===== src/rtl/skdp_pkg.sv =====
`timescale 1ns / 1ps
// ----------------------------------------------------------------------------
// skdp_pkg: shared types and constants for the Stirling number core
// Payload structs, row-store entry format, controller commands and status.
// ----------------------------------------------------------------------------
package skdp_pkg;

  localparam int MAX_COUNT  = 63;
  localparam int VALUE_BITS = 64;
  localparam int IN_W       = 6;
  localparam int WAYS_W     = 63;
  localparam int DEPTH      = MAX_COUNT + 1;
  localparam int CNT_W      = $clog2(DEPTH);
  localparam int MAG_W      = VALUE_BITS - 1;
  localparam int PROD_W     = CNT_W + MAG_W;
  localparam int SUM_W      = PROD_W + 1;

  typedef struct packed {
    logic [IN_W-1:0] elements;
    logic [IN_W-1:0] subsets;
  } skdp_query_t;

  typedef struct packed {
    logic [WAYS_W-1:0] ways;
    logic              overflow;
  } skdp_result_t;

  // One row-store word: saturation mark plus magnitude.
  typedef struct packed {
    logic             sat;
    logic [MAG_W-1:0] mag;
  } skdp_entry_t;

  localparam int ENTRY_W = $bits(skdp_entry_t);

  typedef enum logic [2:0] {
    OP_IDLE,
    OP_LOAD,
    OP_INIT,
    OP_ROW_START,
    OP_FETCH,
    OP_STEP,
    OP_ROW_END,
    OP_READOUT
  } skdp_op_t;

  typedef struct packed {
    skdp_op_t op;
    logic     out_load;
  } skdp_cmd_t;

  typedef struct packed {
    logic init_done;
    logic n_zero;
    logic k_zero;
    logic last_col;
    logic last_row;
  } skdp_status_t;

  function automatic logic [CNT_W-1:0] clamp_count(input logic [IN_W-1:0] v);
    logic [CNT_W-1:0] r;
    if (int'(v) > MAX_COUNT) begin
      r = CNT_W'(MAX_COUNT);
    end else begin
      r = CNT_W'(v);
    end
    return r;
  endfunction

endpackage


===== src/rtl/skdp_ctrl.sv =====
`timescale 1ns / 1ps
// ----------------------------------------------------------------------------
// skdp_ctrl: query sequencer
// Walks init, row and column steps and owns both handshakes.
// ----------------------------------------------------------------------------
module skdp_ctrl (
  input  logic                   clk,
  input  logic                   rst,
  input  logic                   query_valid,
  output logic                   query_ready,
  output logic                   result_valid,
  input  logic                   result_ready,
  input  skdp_pkg::skdp_status_t status,
  output skdp_pkg::skdp_cmd_t    cmd
);

  import skdp_pkg::*;

  typedef enum logic [2:0] {
    S_IDLE,
    S_INIT,
    S_ROW_START,
    S_FETCH,
    S_STEP,
    S_ROW_END,
    S_READ,
    S_RESULT
  } state_t;

  state_t state;

  assign query_ready = (state == S_IDLE);

  always_comb begin
    cmd.out_load = 1'b0;
    unique case (state)
      S_IDLE:      cmd.op = query_valid ? OP_LOAD : OP_IDLE;
      S_INIT:      cmd.op = OP_INIT;
      S_ROW_START: cmd.op = OP_ROW_START;
      S_FETCH:     cmd.op = OP_FETCH;
      S_STEP:      cmd.op = OP_STEP;
      S_ROW_END:   cmd.op = OP_ROW_END;
      S_READ:      cmd.op = OP_READOUT;
      S_RESULT: begin
        cmd.op       = OP_READOUT;
        cmd.out_load = !result_valid || result_ready;
      end
    endcase
  end

  always_ff @(posedge clk) begin
    if (rst) begin
      state        <= S_IDLE;
      result_valid <= 1'b0;
    end else begin
      // raise valid on a fresh result, drop it once the waiting one is taken
      if ((state == S_RESULT) && cmd.out_load) begin
        result_valid <= 1'b1;
      end else if (result_valid && result_ready) begin
        result_valid <= 1'b0;
      end
      unique case (state)
        S_IDLE: begin
          if (query_valid) begin
            state <= S_INIT;
          end
        end
        S_INIT: begin
          if (status.init_done) begin
            state <= status.n_zero ? S_READ : S_ROW_START;
          end
        end
        S_ROW_START: state <= status.k_zero ? S_ROW_END : S_FETCH;
        S_FETCH:     state <= S_STEP;
        S_STEP: begin
          if (status.last_col) begin
            state <= S_ROW_END;
          end
        end
        S_ROW_END:   state <= status.last_row ? S_READ : S_ROW_START;
        S_READ:      state <= S_RESULT;
        S_RESULT: begin
          if (cmd.out_load) begin
            state <= S_IDLE;
          end
        end
      endcase
    end
  end

endmodule


===== config.mk =====
export PLATFORM = sky130hd
export DESIGN_NAME = skdp_ctrl
export DESIGN_NICKNAME = d
export VERILOG_FILES = /design/src/rtl/skdp_pkg.sv /design/src/rtl/skdp_ctrl.sv
export SDC_FILE = /design/constraint.sdc
export NUM_CORES = 1
export LEC_CHECK = 0
export ABC_AREA = 1
export BUFFER_PORTS_ARGS = -buffer_cell sky130_fd_sc_hd__buf_2
export CAP_MARGIN = 40
export CELL_PAD_IN_SITES_DETAIL_PLACEMENT = 1
export CELL_PAD_IN_SITES_GLOBAL_PLACEMENT = 2
export CORE_UTILIZATION = 19
export DETAILED_ROUTE_END_ITERATION = 6
export GPL_ROUTABILITY_DRIVEN = 0
export HOLD_SLACK_MARGIN = 0.03
export PLACE_DENSITY_LB_ADDON = 0.1
export REMOVE_ABC_BUFFERS = 1
export SETUP_SLACK_MARGIN = 0.3
export SKIP_LAST_GASP = 1
export SLEW_MARGIN = 20
export SYNTH_ARGS = -nofsm -noshare
export SYNTH_HDL_FRONTEND = slang
export SYNTH_SLANG_ARGS = --single-unit

===== constraint.sdc =====
create_clock -name clk -period 1 [get_ports clk]
set_input_delay 0.15 -clock clk [delete_from_list [all_inputs] [get_ports clk]]
set_output_delay 0.15 -clock clk [all_outputs]
set_load 0.02 [all_outputs]

## Word level (Yosys, flattened, before mapping)

Index checks and enable logic that the tools add are counted.

- Output and inout bits: 6
- Register bits: 4
- Logic and storage cells: 34
- Input port bits: 9

- Eq/ne operators: 11
- Multiplexer cells: 13
- Reductions and logical operators: 8

Operator list:

| operator | number |
|---|---|
| 3-bit one-hot mux with 8 select lines | 1 |
| 3-bit 2-to-1 mux | 7 |
| 3-bit one-hot mux with 7 select lines | 1 |
| 3-bit == test, second input constant | 4 |
| 2-bit inequality test, second input constant | 4 |
| 3-bit by 2-bit == test with 1-bit output, second input constant | 2 |
| 1-bit 2-to-1 mux | 4 |
| 4-bit AND reduction | 1 |
| 3-bit by 1-bit == test with 1-bit output, second input constant | 1 |
| 3-bit zero test | 1 |
| 1-bit logical AND | 2 |
| 2-bit nonzero test | 1 |
| 2-bit OR reduction | 1 |
| 1-bit zero test | 1 |
| 1-bit logical OR | 1 |

## Depth between registers and ports, before layout

Gate-level depths: netlist of run 1.

- Depth in word-level cells: 5
- Depth in mapped cells: 8
- Depth with buffers taken out: 8

## Least setup slack after synthesis of run 1

OpenSTA, ideal clock, no wires.

- Path type: register to output
- Start point: reg state[0]
- End point: out cmd[1] (netlist bit)
- Slack: -0.267 ns
- Path buffers: 1
- Required time: 0.850 ns
- Data arrival time: 1.117 ns
- Cell stages (with the launch flop): 5
- Cell sequence: dfxtp_1 -> buf_6 -> nor2_2 -> nand2_1 -> o21ai_0

RTL lines:

| item | RTL line | text |
|---|---|---|
| from (decl) | skdp_ctrl.sv:30 | `state_t state;` |
| from (signal assigned) | skdp_ctrl.sv:70 | `state <= status.n_zero ? S_READ : S_ROW_START;` |
| from (signal assigned) | skdp_ctrl.sv:73 | `S_ROW_START: state <= status.k_zero ? S_ROW_END : S_FETCH;` |
| from (signal assigned) | skdp_ctrl.sv:80 | `S_ROW_END: state <= status.last_row ? S_READ : S_ROW_START;` |
| to (decl) | skdp_ctrl.sv:14 | `output skdp_pkg::skdp_cmd_t cmd` |

==> impl_metrics.yaml, run 1 <==
drt:
  initialDrtViolationCount: 4
  vias: 451
  viasPerCell: 4.18
  firstDrtPassIters: 2
  routed_wl_um: 1150
  drc_errors: 0
  ant_nets: 0
  wire_per_inst_um: 10.6
finish:
  finish.utilization_pct: 38.3
  fill_cells: 237
  area_delta_synth_final_pct: 91.0
  drive_gt1_share_pct: 68.7
  final_nets: 94
  antenna_cells: 0
timing:
  timing.fmax_mhz: 817
  drv_slew: 0
  fin_tns_setup_ns: -1.31
  period_share_pct: 122
  fin_worst_skew_ns: 0.00333
  hold_violations: 0
  min_period_ns: 1.22
  relSlewSlack_pct: 87.7
  tightest_slew_ns: 0.184
  layout_setup_ws_ns: -0.224
  final-setup-viol-count: 8
  rsz0062_at_grt: "yes"
setup_path:
  worstSetupEndpointType: "primary output"
  cp.required_ns: 0.85
  critPathKind: "reg -> out"
  start_kind: "flip-flop"
  cp.arrival_ns: 1.07
  worstPathMaxFanout: 4
clock_network:
  cts_max_level: 1
  numCtsBuffers: 3
  clkSlewWorstSetupHoldPaths_ns: 0.03
  clock_latency_ns: 0.23
  clock-sinks: 4
  cts_root_buffer: "clkbuf_4"
  cts_tree: "done"
  cts.path.max_buffers: 2
global_routing:
  grt_pass1_vias: 465
  overflow: 0
  grt_max_degree: 9
  grt_pass1_wl_um: 1830
  grt_usage_pct: 12.7
  antenna_found_initial: 0
synth:
  netlist_instances: 56
  async_flop_share_pct: 0
  yosysWarnings: 0
  synth_top_cell_area_share_pct: 23.1
  yosysMostFrequentCell: "nand2_1"
  synth_flop_cell: "dfxtp_1"
  synth_top_area_cell: "dfxtp_1"
  synth_edf_count: 0
  synth.avg_cell_area_um2: 6.19
  ys_types: 15
  synth_commonest_cells: "13 x nand2_1, 7 x inv_1, 7 x nor2_1"
  ys_ff_latch: 4
  synthTopCellsByArea: "dfxtp_1 23%, nand2_1 14%, nand3_2 8.7%"
  ys_seq_area_share_pct: 23.1
  syn_area_um2: 347
placement:
  dp_hpwl_um: 796
  io_buffers: 14
die:
  fp.dieH_um: 44.7
  initial_core_util_pct: 20.1
  dieArea_um2: 2000
  num_rows: 15
  core_area_um2: 1730
  dieWidth_um: 44.7
  io_pins: 15
power_and_ir_drop:
  powerDensity_nw_per_um2: 2010
  ir_worst_vdd_uv: 573
  total_leakage_power_uw: 0.000324
  finalPower_uw: 1330
run_status:
  status: "finished with violations"
  violations: "negative setup slack"
job:
  cap_violations: 0
min_path:
  hold_class: "in -> reg"
==> per-layer routing <==
metal  vias up  GRT usage (%)  wire length [um]
met5         -              0                 0
met4         0           5.45                 0
met3         0           1.20                34
met2        11           22.9               636
met1       204           15.2               479
li1        236              -                 -
==> logic make-up (layout without fill, tap and decap cells) <==
kind of cell,after synthesis,in the layout,synth area share [%]
buffers and inverters,11,38,14.1
flip-flops,4,4,23.1
AND/OR/NAND/NOR,34,34,52.0
AO/OA/AOI/OAI,7,7,10.8
==> final timing paths <==
check | cells past startpoint | endpoint | slack (ns) | start
worst max-delay path | 4 | cmd[1] | -0.22 | state[1]
worst min-delay path | 2 | state[1] | 0.13 | rst
worst max register to register | 8 | state[2] | -0.15 | state[1]
worst min register to register | 2 | result_valid | 0.54 | result_valid
==> metrics by stage <==
| stage | hold slack, ns | instance area, um^2 | setup WS (ns) | instances |
|---|---|---|---|---|
| floorplan | 0.219 | 335 | -0.269 | 55 |
| global placement | 0.366 | 482 | -0.227 | 100 |
| detailed placement | 0.371 | 482 | -0.210 | 100 |
| CTS | 0.114 | 627 | -0.232 | 108 |
| global route | 0.125 | 662 | -0.290 | 108 |
| finish | 0.130 | 662 | -0.224 | 108 |
==> worst max-delay path: stages, from the launching register on <==
cell and delay [ns]:
dfxtp_4 0.36, nor2_4 0.13, nand2_2 0.08, o21ai_1 0.12, buf_4 0.15
==> power by group <==
part / total (uW) / switching, uW / internal, uW
logic: 870 / 447 / 423
registers: 268 / 69.7 / 198
clock network: 193 / 59.2 / 134
==> registers in the layout, summed over array words and instances, names as in the netlist <==
register	cells
result_valid	1
state	3
==> cell usage in the layout (no fill, tap or decap), drive strengths merged, types with 2 or more instances in the layout <==
cell	count
a21oi	4
buf	25
clkbuf	3
dfxtp	4
inv	10
nand2	13
nand3	7
nor2	12
o21ai	2
==> layout make-up <==
type / instances / area (um^2) / share of cell area (%)
timing repair buffer: 25 / 183 / 27.6
clock buffer: 3 / 22.5 / 3.40
inverter: 10 / 45.0 / 6.81
multi-input combinational: 41 / 288 / 43.5
tap: 25 / 31.3 / 4.73
sequential: 4 / 92.6 / 14.0
==> timing repair <==
| action | in CTS | in global routing |
|---|---|---|
| resized for setup | 30 | 10 |
| endpoints found under the setup margin | 10 | 10 |
| pin swaps | 3 | 3 |
| hold buffers | 0 | 0 |
| setup buffers | 5 | 0 |
No activity file was read; power rests on OpenSTA's default activity.
==> run 2, diff against run 1 <==
--- a/config.mk
+++ b/config.mk
@@ -10,11 +10,12 @@
 export CAP_MARGIN = 40
 export CELL_PAD_IN_SITES_DETAIL_PLACEMENT = 1
 export CELL_PAD_IN_SITES_GLOBAL_PLACEMENT = 2
-export CORE_UTILIZATION = 19
+export CORE_UTILIZATION = 20
+export CTS_BUF_LIST = sky130_fd_sc_hd__clkbuf_8
 export DETAILED_ROUTE_END_ITERATION = 6
 export GPL_ROUTABILITY_DRIVEN = 0
 export HOLD_SLACK_MARGIN = 0.03
-export PLACE_DENSITY_LB_ADDON = 0.1
+export PLACE_DENSITY = 0.7
 export REMOVE_ABC_BUFFERS = 1
 export SETUP_SLACK_MARGIN = 0.3
 export SKIP_LAST_GASP = 1
==> constraint.sdc (replaced) <==
create_clock -name clk -period 1.06 [get_ports clk]
set_input_delay 0.159 -clock clk [delete_from_list [all_inputs] [get_ports clk]]
set_output_delay 0.159 -clock clk [all_outputs]
set_load 0.02 [all_outputs]
==> run 2 against run 1 <==
Effect of this change:
- the flow still finishes with violations (negative setup slack)
- first-iteration DRC count rose by 25%
- highest routed layer unchanged
- flip-flop and latch count did not move
- sequential power is 5% lower
- critical path depth rose by 1
- critical endpoint unchanged
- total power is 2.0% higher
- clock skew is 0.0017 ns lower
- count of clock-buffer cells in the layout stayed put
- register-to-register slack better by 0.09 ns
==> impl_metrics.yaml, run 2 (synthesis gave the netlist of run 1 again) <==
finish:
  largest_register: "state"
  antenna_cells: 0
  fill_cells: 202
  drive_gt1_share_pct: 62.7
  final_common_cell: "nand2_1"
  biggestRegsByFlops: "state: 3 flops, result_valid: 1 flops"
  area_delta_synth_final_pct: 87.7
  design_area_um2: 651
  largest_reg_flops: 3
  final_cell_mix: "11 x nand2_1, 10 x buf_4, 9 x buf_2"
  final_nets: 94
setup_path:
  worstPathMaxFanout: 4
  r2r_slack_ns: -0.06
  path_cells: "inv_6 -> nand2_4 -> a21oi_2 -> o21ai_1 -> buf_2"
  cp_top_family: "flip-flops"
  rr_startpoint: "state[1]"
  cp.required_ns: 0.90
  cp.arrival_ns: 1.08
  worstSetupEndpointType: "primary output"
  critPathKind: "reg -> out"
  max_stage_delay_ns: 0.37
  start_kind: "flip-flop"
  startpoint: "state[1]"
  critPathSlowestCell: "dfxtp_4"
  path_buf_inv: 2
power_and_ir_drop:
  finalPower_uw: 1360
  total_leakage_power_uw: 0.000320
  ir_worst_vdd_uv: 781
  powerDensity_nw_per_um2: 2090
timing:
  tightest_slew_ns: 0.192
  layout_setup_ws_ns: -0.183
  relSlewSlack_pct: 87.2
  fin_worst_skew_ns: 0.00158
  min_period_ns: 1.24
  timing.fmax_mhz: 804
  hold_violations: 0
  period_share_pct: 117
  drv_slew: 0
  rsz0062_at_grt: "yes"
  final-setup-viol-count: 8
clock_network:
  clock-sinks: 4
  clock_latency_ns: 0.22
  cts_tree: "done"
  cts_root_buffer: "clkbuf_8"
  cts.path.max_buffers: 2
  numCtsBuffers: 3
  cts_max_level: 1
  clkSlewWorstSetupHoldPaths_ns: 0.03
die:
  io_pins: 15
  dieWidth_um: 43.6
  core_area_um2: 1560
  initial_core_util_pct: 22.2
  num_rows: 14
  fp.dieH_um: 43.6
  dieArea_um2: 1900
min_path:
  hold_class: "in -> reg"
  holdCritStartpoint: "rst"
run_status:
  violations: "negative setup slack"
  status: "finished with violations"
global_routing:
  grt_usage_pct: 14.2
  grt_pass1_vias: 454
  grt_max_degree: 9
  grt_pass1_wl_um: 1930
  overflow: 0
  antenna_found_initial: 0
placement:
  place_area_um2: 463
  io_buffers: 14
  dp_hpwl_um: 827
job:
  cap_violations: 0
drt:
  drc_errors: 0
  firstDrtPassIters: 2
  routed_wl_um: 1140
  wire_per_inst_um: 11.6
  initialDrtViolationCount: 5
  vias: 446
  viasPerCell: 4.51
  ant_nets: 0
==> run 2: what timing repair did <==
action | CTS | global route
endpoints found under the setup margin | 10 | 10
hold buffers | 0 | 0
gates resized for setup | 29 | 6
pin swaps | 2 | 2
buffers inserted | 5 | 1
==> run 2: final timing paths <==
kind | endpoint | cells after the start
max reg2reg | state[2] | 8
min | state[0] | 2
max | cmd[1] | 5
min reg2reg | result_valid | 2
==> run 2: power breakdown <==
part / switching [uW] / total (uW) / internal (uW)
registers: 68.1 / 255 / 187
clock network: 80.3 / 322 / 242
logic: 392 / 780 / 388
total: 540 / 1360 / 817
==> run 2: worst reg2reg max path: stages, from the launching register on <==
cell,delay (ns)
dfxtp_4,0.39
inv_6,0.06
buf_4,0.14
nand3_4,0.06
nor2_4,0.04
nor2_4,0.12
nand2_1,0.07
nor2_1,0.10
nor2_1,0.04
==> run 2: through the flow <==
step / hold WS (ns) / TNS (ns) / cells / setup slack (ns) / util (%)
3_5_place_dp: 0.384 / -0.684 / 90 / -0.156 / 29.7
5_1_grt: 0.151 / -1.19 / 99 / -0.219 / 41.7
4_1_cts: 0.155 / -0.703 / 98 / -0.155 / 39.6
2_1_floorplan: 0.228 / -0.473 / 55 / -0.218 / -
6_report: 0.149 / -0.741 / 99 / -0.183 / 41.7
3_3_place_gp: 0.379 / -0.586 / 90 / -0.138 / 29.7
==> run 2: layout make-up <==
class	count	area (um^2)	area share, %
flip-flops and latches	4	92.6	14.2
clock buffers	3	41.3	6.35
inverters	10	42.5	6.54
repair buffers	25	188	28.8
multi-input cells	41	267	41.0
well taps	16	20.0	3.08
==> run 2: per-layer routing <==
metal  part of all wire, %  wire length, um  global-route usage (%)  up-vias
li1                      -                -                       -      231
met1                    46              526                    17.7      207
met2                    50              572                    21.5        8
met3                   4.0               46                    7.50        0
met4                     0                0                    3.75        0
met5                     0                0                       0        -
